--- src/rtl/b64d_pkg.sv ---
`default_nettype none

package b64d_pkg;

    localparam int MAX_RESULTS  = 3;
    localparam int RES_DEPTH    = 8;
    localparam int RES_PTR_BITS = $clog2(RES_DEPTH);
    localparam int RES_CNT_BITS = RES_PTR_BITS + 1;
    localparam logic [RES_CNT_BITS-1:0] RES_ROOM_LIMIT = RES_CNT_BITS'(RES_DEPTH - MAX_RESULTS);

    localparam int OUT_COUNT_BITS = 24;

    localparam logic [7:0] CHAR_CR    = 8'h0D;
    localparam logic [7:0] CHAR_LF    = 8'h0A;
    localparam logic [7:0] CHAR_PAD   = 8'h3D;
    localparam logic [7:0] CHAR_PLUS  = 8'h2B;
    localparam logic [7:0] CHAR_SLASH = 8'h2F;
    localparam logic [7:0] CHAR_UPPER_A = 8'h41;
    localparam logic [7:0] CHAR_UPPER_Z = 8'h5A;
    localparam logic [7:0] CHAR_LOWER_A = 8'h61;
    localparam logic [7:0] CHAR_LOWER_Z = 8'h7A;
    localparam logic [7:0] CHAR_DIGIT_0 = 8'h30;
    localparam logic [7:0] CHAR_DIGIT_9 = 8'h39;

    localparam logic [5:0] SEXTET_PLUS  = 6'd62;
    localparam logic [5:0] SEXTET_SLASH = 6'd63;
    localparam logic [7:0] LOWER_OFFSET = 8'd26;
    localparam logic [7:0] DIGIT_OFFSET = 8'd52;

    localparam logic [1:0] STATUS_OK        = 2'd0;
    localparam logic [1:0] STATUS_INVALID   = 2'd1;
    localparam logic [1:0] STATUS_TRUNCATED = 2'd2;

    typedef struct packed {
        logic [7:0] char_code;
        logic       end_of_text;
    } in_item_t;

    typedef struct packed {
        logic [7:0]                data_byte;
        logic                      is_status;
        logic [1:0]                status;
        logic [OUT_COUNT_BITS-1:0] total_count;
        logic                      last;
    } out_item_t;

    typedef struct packed {
        logic [1:0]                   num;
        out_item_t [MAX_RESULTS-1:0] item;
    } push_t;

    typedef struct packed {
        logic       ok;
        logic [5:0] value;
    } lookup_t;

    function automatic lookup_t sextet_lookup(input logic [7:0] c);
        lookup_t r;
        r.ok    = 1'b1;
        r.value = 6'd0;
        if (c inside {[CHAR_UPPER_A:CHAR_UPPER_Z]})
        begin
            r.value = 6'(c - CHAR_UPPER_A);
        end
        else if (c inside {[CHAR_LOWER_A:CHAR_LOWER_Z]})
        begin
            r.value = 6'(c - CHAR_LOWER_A + LOWER_OFFSET);
        end
        else if (c inside {[CHAR_DIGIT_0:CHAR_DIGIT_9]})
        begin
            r.value = 6'(c - CHAR_DIGIT_0 + DIGIT_OFFSET);
        end
        else if (c == CHAR_PLUS)
        begin
            r.value = SEXTET_PLUS;
        end
        else if (c == CHAR_SLASH)
        begin
            r.value = SEXTET_SLASH;
        end
        else if (c != CHAR_PAD)
        begin
            r.ok = 1'b0;
        end
        return r;
    endfunction

endpackage

`default_nettype wire

--- src/rtl/base64_stream_decoder.sv ---
// Streaming base64 decoder, one text character per transaction.
// Input channel char_*: char_item carries char_code and end_of_text; a
// transaction completes on a clock edge with char_valid high and char_stall low.
// Output channel res_*: each res_item is either a decoded data byte or, for an
// end-of-text transaction, one status item with the running byte count.
// Every result of a transaction carries last on its final item.
// Throughput: one character per cycle while char_stall is low. A character
// is decoded in the cycle it is taken; its 0 to 3 results are registered into
// an 8-entry result queue and offered in order, one per cycle, on res_* while
// res_stall is low. char_stall rises when fewer than three queue entries are
// free; this only happens while the receiver holds res_stall high. A stalled
// result stays on res_item unchanged until taken.
// Reset clears the group state, the error flag, the byte count and the
// queue; res_valid is low and char_stall is low after reset.
// After an end-of-text transaction all state outside the queue returns to
// its reset values. The byte count is COUNT_BITS wide and saturates;
// total_count shows its low 24 bits.
`default_nettype none

module base64_stream_decoder
    import b64d_pkg::*;
#(
    parameter int COUNT_BITS = 24
)
(
    input  wire logic      clk,
    input  wire logic      rst_n,
    input  wire logic      char_valid,
    output logic           char_stall,
    input  wire in_item_t  char_item,
    output logic           res_valid,
    input  wire logic      res_stall,
    output out_item_t      res_item
);

    localparam int WIDE_BITS = COUNT_BITS + OUT_COUNT_BITS;

    logic [1:0]            group_position_reg, group_position_next;
    logic [5:0]            held_sextets_reg [3];
    logic [5:0]            held_sextets_next [3];
    logic                  third_was_pad_reg, third_was_pad_next;
    logic                  decoding_finished_reg, decoding_finished_next;
    logic                  error_reg, error_next;
    logic [COUNT_BITS-1:0] byte_count_reg, byte_count_next;

    logic                  room;
    logic                  accept;
    logic                  is_pad;
    lookup_t               look;
    push_t                 push;
    logic [1:0]            num;
    logic [7:0]            bytes [MAX_RESULTS];
    logic [COUNT_BITS:0]   sums [MAX_RESULTS];
    logic [COUNT_BITS-1:0] counts [MAX_RESULTS];
    logic [WIDE_BITS-1:0]  wide_counts [MAX_RESULTS];
    logic [WIDE_BITS-1:0]  wide_now;

    assign char_stall = !room;
    assign accept     = char_valid && !char_stall;
    assign is_pad     = (char_item.char_code == CHAR_PAD);
    assign look       = sextet_lookup(char_item.char_code);
    assign wide_now   = {{OUT_COUNT_BITS{1'b0}}, byte_count_reg};

    always_comb
    begin
        for (int k = 0; k < MAX_RESULTS; k++)
        begin
            sums[k]        = {1'b0, byte_count_reg} + (COUNT_BITS + 1)'(k + 1);
            counts[k]      = sums[k][COUNT_BITS] ? '1 : sums[k][COUNT_BITS-1:0];
            wide_counts[k] = {{OUT_COUNT_BITS{1'b0}}, counts[k]};
        end
        bytes[0] = {held_sextets_reg[0], held_sextets_reg[1][5:4]};
        bytes[1] = {held_sextets_reg[1][3:0], held_sextets_reg[2][5:2]};
        bytes[2] = {held_sextets_reg[2][1:0], look.value};
        if (third_was_pad_reg)
        begin
            num = 2'd1;
        end
        else if (is_pad)
        begin
            num = 2'd2;
        end
        else
        begin
            num = 2'd3;
        end
    end

    always_comb
    begin
        group_position_next    = group_position_reg;
        held_sextets_next      = held_sextets_reg;
        third_was_pad_next     = third_was_pad_reg;
        decoding_finished_next = decoding_finished_reg;
        error_next             = error_reg;
        byte_count_next        = byte_count_reg;
        push                   = '0;

        for (int k = 0; k < MAX_RESULTS; k++)
        begin
            push.item[2'(k)].data_byte   = bytes[k];
            push.item[2'(k)].is_status   = 1'b0;
            push.item[2'(k)].status      = STATUS_OK;
            push.item[2'(k)].total_count = wide_counts[k][OUT_COUNT_BITS-1:0];
            push.item[2'(k)].last        = (2'(k + 1) == num);
        end

        if (accept)
        begin
            if (char_item.end_of_text)
            begin
                push.num                  = 2'd1;
                push.item[0].data_byte    = 8'd0;
                push.item[0].is_status    = 1'b1;
                push.item[0].total_count  = wide_now[OUT_COUNT_BITS-1:0];
                push.item[0].last         = 1'b1;
                if (error_reg)
                begin
                    push.item[0].status = STATUS_INVALID;
                end
                else if (group_position_reg != 2'd0 && !decoding_finished_reg)
                begin
                    push.item[0].status = STATUS_TRUNCATED;
                end
                else
                begin
                    push.item[0].status = STATUS_OK;
                end
                group_position_next    = 2'd0;
                held_sextets_next      = '{3{6'd0}};
                third_was_pad_next     = 1'b0;
                decoding_finished_next = 1'b0;
                error_next             = 1'b0;
                byte_count_next        = '0;
            end
            else if (char_item.char_code == CHAR_CR || char_item.char_code == CHAR_LF)
            begin
                // skip line breaks
            end
            else if (decoding_finished_reg || error_reg)
            begin
                // drop until end of text
            end
            else if (!look.ok)
            begin
                error_next = 1'b1;
            end
            else if (group_position_reg != 2'd3)
            begin
                held_sextets_next[group_position_reg] = look.value;
                if (group_position_reg == 2'd2)
                begin
                    third_was_pad_next = is_pad;
                end
                group_position_next = group_position_reg + 2'd1;
            end
            else
            begin
                push.num            = num;
                byte_count_next     = counts[num - 2'd1];
                group_position_next = 2'd0;
                third_was_pad_next  = 1'b0;
                if (num != 2'd3)
                begin
                    decoding_finished_next = 1'b1;
                end
            end
        end
    end

    always_ff @(posedge clk or negedge rst_n)
    begin
        if (!rst_n)
        begin
            group_position_reg    <= 2'd0;
            held_sextets_reg      <= '{3{6'd0}};
            third_was_pad_reg     <= 1'b0;
            decoding_finished_reg <= 1'b0;
            error_reg             <= 1'b0;
            byte_count_reg        <= '0;
        end
        else
        begin
            group_position_reg    <= group_position_next;
            held_sextets_reg      <= held_sextets_next;
            third_was_pad_reg     <= third_was_pad_next;
            decoding_finished_reg <= decoding_finished_next;
            error_reg             <= error_next;
            byte_count_reg        <= byte_count_next;
        end
    end

    b64d_result_queue u_queue (
        .clk       (clk),
        .rst_n     (rst_n),
        .push      (push),
        .room      (room),
        .res_valid (res_valid),
        .res_stall (res_stall),
        .res_item  (res_item)
    );

    a_status_is_last: assert property (@(posedge clk) disable iff (!rst_n)
        res_valid && res_item.is_status |-> res_item.last)
        else $error("status item without last");

    a_data_status_ok: assert property (@(posedge clk) disable iff (!rst_n)
        res_valid && !res_item.is_status |-> res_item.status == STATUS_OK)
        else $error("data item with nonzero status");

    a_finished_no_error: assert property (@(posedge clk) disable iff (!rst_n)
        !(decoding_finished_reg && error_reg))
        else $error("finished and error both set");

    a_finished_group_empty: assert property (@(posedge clk) disable iff (!rst_n)
        decoding_finished_reg |-> group_position_reg == 2'd0 && !third_was_pad_reg)
        else $error("group state left after padded group");

    a_eot_clears: assert property (@(posedge clk) disable iff (!rst_n)
        accept && char_item.end_of_text |=> group_position_reg == 2'd0
            && byte_count_reg == '0 && !error_reg && !decoding_finished_reg)
        else $error("state not cleared after end of text");

endmodule

`default_nettype wire

--- src/rtl/b64d_result_queue.sv ---
`default_nettype none

module b64d_result_queue
    import b64d_pkg::*;
(
    input  wire logic      clk,
    input  wire logic      rst_n,
    input  wire push_t     push,
    output logic           room,
    output logic           res_valid,
    input  wire logic      res_stall,
    output out_item_t      res_item
);

    out_item_t                mem [RES_DEPTH];
    logic [RES_PTR_BITS-1:0]  wr_ptr_reg, wr_ptr_next;
    logic [RES_PTR_BITS-1:0]  rd_ptr_reg, rd_ptr_next;
    logic [RES_CNT_BITS-1:0]  count_reg, count_next;
    logic                     pop;

    assign room      = (count_reg <= RES_ROOM_LIMIT);
    assign res_valid = (count_reg != '0);
    assign res_item  = mem[rd_ptr_reg];
    assign pop       = res_valid && !res_stall;

    always_comb
    begin
        wr_ptr_next = wr_ptr_reg + RES_PTR_BITS'(push.num);
        rd_ptr_next = rd_ptr_reg + RES_PTR_BITS'(pop);
        count_next  = count_reg + RES_CNT_BITS'(push.num) - RES_CNT_BITS'(pop);
    end

    always_ff @(posedge clk)
    begin
        for (int k = 0; k < MAX_RESULTS; k++)
        begin
            if (2'(k) < push.num)
            begin
                mem[wr_ptr_reg + RES_PTR_BITS'(k)] <= push.item[2'(k)];
            end
        end
    end

    always_ff @(posedge clk or negedge rst_n)
    begin
        if (!rst_n)
        begin
            wr_ptr_reg <= '0;
            rd_ptr_reg <= '0;
            count_reg  <= '0;
        end
        else
        begin
            wr_ptr_reg <= wr_ptr_next;
            rd_ptr_reg <= rd_ptr_next;
            count_reg  <= count_next;
        end
    end

endmodule

`default_nettype wire

--- config.mk ---
export PLATFORM = sky130hd
export DESIGN_NAME = base64_stream_decoder
export DESIGN_NICKNAME = d
export VERILOG_FILES = /design/src/rtl/b64d_pkg.sv /design/src/rtl/base64_stream_decoder.sv /design/src/rtl/b64d_result_queue.sv
export SDC_FILE = /design/constraint.sdc
export NUM_CORES = 1
export LEC_CHECK = 0
export BUFFER_PORTS_ARGS = -buffer_cell sky130_fd_sc_hd__buf_2
export CORE_MARGIN = 1
export CORE_UTILIZATION = 48
export DETAILED_ROUTE_END_ITERATION = 12
export SLEW_MARGIN = 20
export SYNTH_ARGS = -nofsm -noshare
export SYNTH_HDL_FRONTEND = slang
export SYNTH_SLANG_ARGS = --single-unit
export TNS_END_PERCENT = 50
--- constraint.sdc ---
create_clock -name clk -period 5.6 [get_ports clk]
set_clock_uncertainty 0.1 [all_clocks]
set_input_delay 0.56 -clock clk [delete_from_list [all_inputs] [get_ports clk]]
set_output_delay 0.56 -clock clk [all_outputs]
set_load 0.01 [all_outputs]
Word-level counts from Yosys, hierarchy flattened --
Memories as Yosys holds them, arrays and structs flattened. Cells that the tools add are included.
Word-level totals: bits in registers 57, bits in writable memories 288, input bits 13, output and inout bits 38, word-level logic and storage cells 151, memories kept 1
Operators by class: add/sub/neg operators 16, $lt $le $gt $ge 13, equal/unequal tests 16, multiplexer cells 69, bitwise logic cells 2, reductions and logical operators 23
Memories:
- u_queue.mem | words 8, width 36, read ports 1, clocked after Yosys merged registers in 0, wr ports 3, line b64d_result_queue.sv:15 | out_item_t mem [RES_DEPTH];
Operators with widths (count):
- $mux 24 | 10
- $mux 18 | 5
- $mux 36 | 2
- $add 24x2->25 const B | 2
- $bmux 24 s2 | 1
- $mux 6 | 6
- $mux 1 | 29
- $mux 2 | 14
- $add 24x1->25 const B | 1
- $eq 8x6->1 const B | 3
- $bwmux 18 | 1
- $eq 8x4->1 const B | 2
- $ge 8x7->1 const B | 2
- $le 8x7->1 const B | 2
- $reduce_and 5->1 | 3
- $demux 6 s2 | 1
- $ne 2x2->1 const B | 6
- $sub 6x6->6 const B | 2
- $ge 8x6->1 const B | 1
- $le 8x6->1 const B | 1
- $ne 8x6->1 const B | 1
- $reduce_and 4->1 | 2
- $reduce_bool 2->1 | 4
- $logic_and 1x1->1 | 7
- 25 further kinds | 31

Logic depth before layout (Yosys ltp) --
depth after elaboration 15, mapped depth 16, depth with buffers taken out 13

Modules after synthesis --
Synthesis repeated with hierarchy kept, for this count alone.
Second synthesis, totals: cells, all modules 1490, area, all modules 19854.0 sq um
Modules (own cells, without submodules):
- b64d_result_queue | instances 1, cells an instance 805, area each 14888.0 sq um, sequential area each 8898.5 sq um
- base64_stream_decoder | instances 1, cells an instance 685, area each 4966.0 sq um, sequential area each 1126.1 sq um

Worst setup path after synthesis --
OpenSTA, ideal clock, no wires.
path kind input to register, start point input char_item[3] in the netlist's numbering, end point memory u_queue.mem[4][0] in the netlist's numbering, enable pin, library setup time 391 ps, arrival time 3627 ps, required time 5109 ps, slack 1483 ps, stages 12, path buffers 4, path through clkbuf_1 -> inv_1 -> ha_1 -> a21oi_1 -> nor2b_1 -> a311o_1 -> buf_1 -> a21o_1 -> or3_1 -> clkbuf_1 -> clkbuf_1 -> nand2_1
RTL lines:
- start, declared | line base64_stream_decoder.sv:30 | input wire in_item_t char_item,
- end, declared | line b64d_result_queue.sv:15

Worst setup path in the final report --
start point register byte_count_reg[2], end point register byte_count_reg[19]
Between the ends: word-level cells in the longest chain between the ends 10, elaborated cells on any way between the ends 14, classes of those cells add/sub: 3; mux: 11
RTL lines:
- start, declared | line base64_stream_decoder.sv:44 | logic [COUNT_BITS-1:0] byte_count_reg, byte_count_next;
- start signal, assigned | line base64_stream_decoder.sv:189 | byte_count_reg <= byte_count_next;
- $add 24x2->25 or $add 24x1->25 (tied branches) | line base64_stream_decoder.sv:68 | sums[k] = {1'b0, byte_count_reg} + (COUNT_BITS + 1)'(k + 1);
- $mux 24 | line base64_stream_decoder.sv:69 | counts[k] = sums[k][COUNT_BITS] ? '1 : sums[k][COUNT_BITS-1:0];
- $bmux 24 s2 * | line base64_stream_decoder.sv:160 | byte_count_next = counts[num - 2'd1];
- $mux 24 (not written as such) * (2 in a row) | line base64_stream_decoder.sv:160
- $mux 24 * | line base64_stream_decoder.sv:148 | else if (group_position_reg != 2'd3)
- $mux 24 * | line base64_stream_decoder.sv:144 | else if (!look.ok)
- $mux 24 * | line base64_stream_decoder.sv:140 | else if (decoding_finished_reg || error_reg)
- $mux 24 * | line base64_stream_decoder.sv:136 | else if (char_item.char_code == CHAR_CR || char_item.char_code == CHAR_LF)
- $mux 24 * | line base64_stream_decoder.sv:110 | if (char_item.end_of_text)
Mark *: on every way between the ends. The rest lies on a longest branch, timed or not. The select of a mux whose other input is x is not followed. A chain may end at the register's enable or synchronous reset.

==> out/qor.yml <==
rows: 72
yosysWarnings: 0
start_util_pct: 49.1
num_vias: 14974
netlist_instances: 1625
p_leak_nw: 7.05
final-setup-viol-count: 0
synth_top_area_share_pct: 41.5
critical_path.max_stage_delay_ps: 960
path_buf_inv: 0
status: "complete, no violations"
synth_xor_area_share_pct: 1.38
cap_violations: 0
cts-root-buf: "clkbuf_16"
synthesis.nets: 1668
critPathTopFamily: "compound AO/OA/AOI/OAI gates"
preCtsSetupSlack_ps: 1240
antenna_found_initial: 2
die_x_um: 201
muxShareOfSynthArea_pct: 12.7
dieArea_sq_um: 40600
core_sq_um: 38900
max_freq_mhz: 236
die_h_um: 201
insertion_delay_ps: 560
largest_reg_flops: 288
vdd_drop_max_uv: 607
synth_edf_count: 264
cp_common_cell: "nand3_1"
post_cts_buffers: 0
gp_congestion: 0.934
worstSetupPathDepth: 7
finalSetupTns_ps: 0
hold_violations: 0
path_cells: "ha_1, nand3_1, nor4_2, nand3_1, a21oi_1, a2111oi_0, o22a_1"
p_total_mw: 10.1
cts_buffers: 38
holdCritPathClass: "input port to async pin"
grt_overflow: 0
fin_nets: 1655
fin_ws_ps: 1350
synth_top_family_by_area: "compound AO/OA/AOI/OAI gates"
grt_pass1_wl_mm: 91.3
portBuffers: 50
dp_hpwl_mm: 37.7
worstMarginPinSlew_ps: 1160
io-pin-count: 51
synthTopCellsByArea: "edfxtp_1 42%, mux4_2 8.5%, o22ai_1 7.4%"
worstSetupStartpoint: "byte_count_reg[2]"
drt_first_pass_iters: 5
synth_compound_area_share_pct: 19.0
ant_nets: 0
synth_area_sq_um: 19100
startpoint_type: "flop"
final.min_clock_period_ps: 4250
cts.hold.buffers_added: 0
initialDrtViolationCount: 2062
syn_area_per_cell_sq_um: 11.8
synth.largest_area_cell: "edfxtp_1"
synthAdderAreaFrac_pct: 2.04
path_class: "flop to flop"
htree_levels: 2
grt_max_degree: 56
ctsResizeCount: 0
rsz0062_at_grt: "no"
reg2reg_depth: 7
grt_util_all_layers_pct: 29.7
worstPathMaxFanout: 15
synthToLayoutAreaGrowth_pct: 10.7
power_per_cell_area_nw_per_um2: 476
relSlewSlack_pct: 20.3
finalWirelength_mm: 60.5
slew_viol_final: 0
clock-sinks: 343
synth_seq_cells: 343
yosysSeqAreaShare_pct: 51.2
async_reset_ff_share_pct: 16.0
worstSetupEndpointType: "flop"
fin_util_pct: 54.3
cp.required_ps: 5930
via_per_inst: 6.94
drive_gt1_share_pct: 20.7
r2r-start: "byte_count_reg[2]"
synth.distinct_cells: 83
clkTransAtPathRegs_ps: 60
avgRoutedWirePerCell_um: 28.0
antenna_cells: 0
clockBufferDepth: 3
synthSimpleGateAreaFrac_pct: 9.22
grt_pass1_vias: 14215
drc: 0
crit_slowest_cell: "a21oi_1"
arrival_ps: 4580
synth_ff_type: "edfxtp_1"
cts_tree: "built"
timing.final.crit_share_pct: 75.8
## synth_stat cells, types with 11 or more instances
| cell type | number |
|---|---|
| inv_1 | 53 |
| mux4_2 | 72 |
| nand3_1 | 41 |
| a22oi_1 | 18 |
| and3_1 | 17 |
| buf_1 | 23 |
| mux2i_1 | 32 |
| a221o_1 | 14 |
| a211oi_1 | 12 |
| xnor2_1 | 19 |
| clkbuf_1 | 113 |
| a21oi_1 | 61 |
| o22ai_2 | 29 |
| o22ai_1 | 226 |
| nor3_1 | 28 |
| nand4_1 | 24 |
| buf_2 | 17 |
| dfxtp_1 | 24 |
| a31oi_1 | 24 |
| nand2_1 | 92 |
| or3_1 | 12 |
| xor2_1 | 11 |
| and2_1 | 14 |
| mux2_2 | 43 |
| o21ai_0 | 30 |
| nor2_1 | 71 |
| ha_1 | 28 |
| dfrtp_1 | 55 |
| edfxtp_1 | 264 |
## power breakdown
group | total [mW] | switching (mW) | internal (mW) | leakage [nW]
Clock | 2.58 | 1.06 | 1.51 | 0.619
Combinational | 3.85 | 2.30 | 1.55 | 3.21
Sequential | 3.64 | 0.609 | 3.03 | 3.22
Total | 10.1 | 3.98 | 6.08 | 7.05
## layer usage
layer	track usage, %	vias to the layer above	part of all wire [%]	routed length (um)
li1	-	6481	-	-
met1	43.8	7557	44	26500
met5	0	-	0.033	20
met4	9.69	4	2.8	1710
met2	44.8	808	45	26900
met3	4.97	124	8.8	5340
## worst register-to-register path, stage by stage, from the launching register on
cell       delay [ps]
dfrtp_1           630
ha_1              510
nand3_1           410
nor4_2            850
nand3_1           160
a21oi_1           960
a2111oi_0         290
o22a_1            240
## cell type report
| cell class | count | area (sq um) |
|---|---|---|
| fillers | 3392 | 17800 |
| clock inverters | 25 | 268 |
| multi-input cells | 1071 | 8530 |
| well taps | 518 | 648 |
| flip-flops and latches | 343 | 9790 |
| inverters | 54 | 203 |
| repair buffers | 104 | 693 |
| clock buffers | 44 | 995 |
## cells by family after synthesis
logic type	count (synthesis)
AO/OA/AOI/OAI	515
XOR/XNOR	30
AND/OR/NAND/NOR	349
multiplexers	147
flip-flops	343
adder cells (fa/ha/maj)	30
buffers and inverters	211
## cell usage in the layout (no fill, tap or decap), types with 12 or more instances in the layout
master / synthesis / layout
nand4_1: 24 / 24
o22ai_2: 29 / 29
a22oi_1: 18 / 18
and2_1: 14 / 14
nor3_1: 28 / 27
and3_1: 17 / 17
a221o_1: 14 / 14
o21ai_0: 30 / 30
o22ai_1: 226 / 226
a21oi_1: 61 / 60
a31oi_1: 24 / 24
xnor2_1: 19 / 19
buf_2: 17 / 50
mux2i_1: 32 / 32
inv_1: 53 / 52
dfxtp_1: 24 / 24
nand3_1: 41 / 38
mux2_2: 43 / 43
clkinv_1: 1 / 12
nand2_1: 92 / 85
nor2_1: 71 / 71
ha_1: 28 / 28
buf_4: 1 / 51
clkbuf_16: 0 / 39
mux4_2: 72 / 72
edfxtp_1: 264 / 264
or3_1: 12 / 12
dfrtp_1: 55 / 52
## worst paths after layout
| check | to | slack [ps] |
|---|---|---|
| max | byte_count_reg[19] | 1350 |
| min | byte_count_reg[18] | 60 |
| max reg2reg | byte_count_reg[19] | 1350 |
| min reg2reg | u_queue.rd_ptr_reg[2] | 370 |
| max in group asynchronous | u_queue.rd_ptr_reg[0] | 4700 |
| min in group clk | u_queue.rd_ptr_reg[0] | 350 |
## through the flow
stage / std cells / cell area, sq um / hold WS (ps)
after floorplan: 1625 / 19100 / 164
after global placement: 2090 / 19900 / 350
after detailed placement: 2090 / 19900 / 363
after CTS: 2159 / 21100 / 88.5
after global routing: 2159 / 21100 / 113
final: 2159 / 21100 / 55.2
No activity file was read; power rests on OpenSTA's default activity.
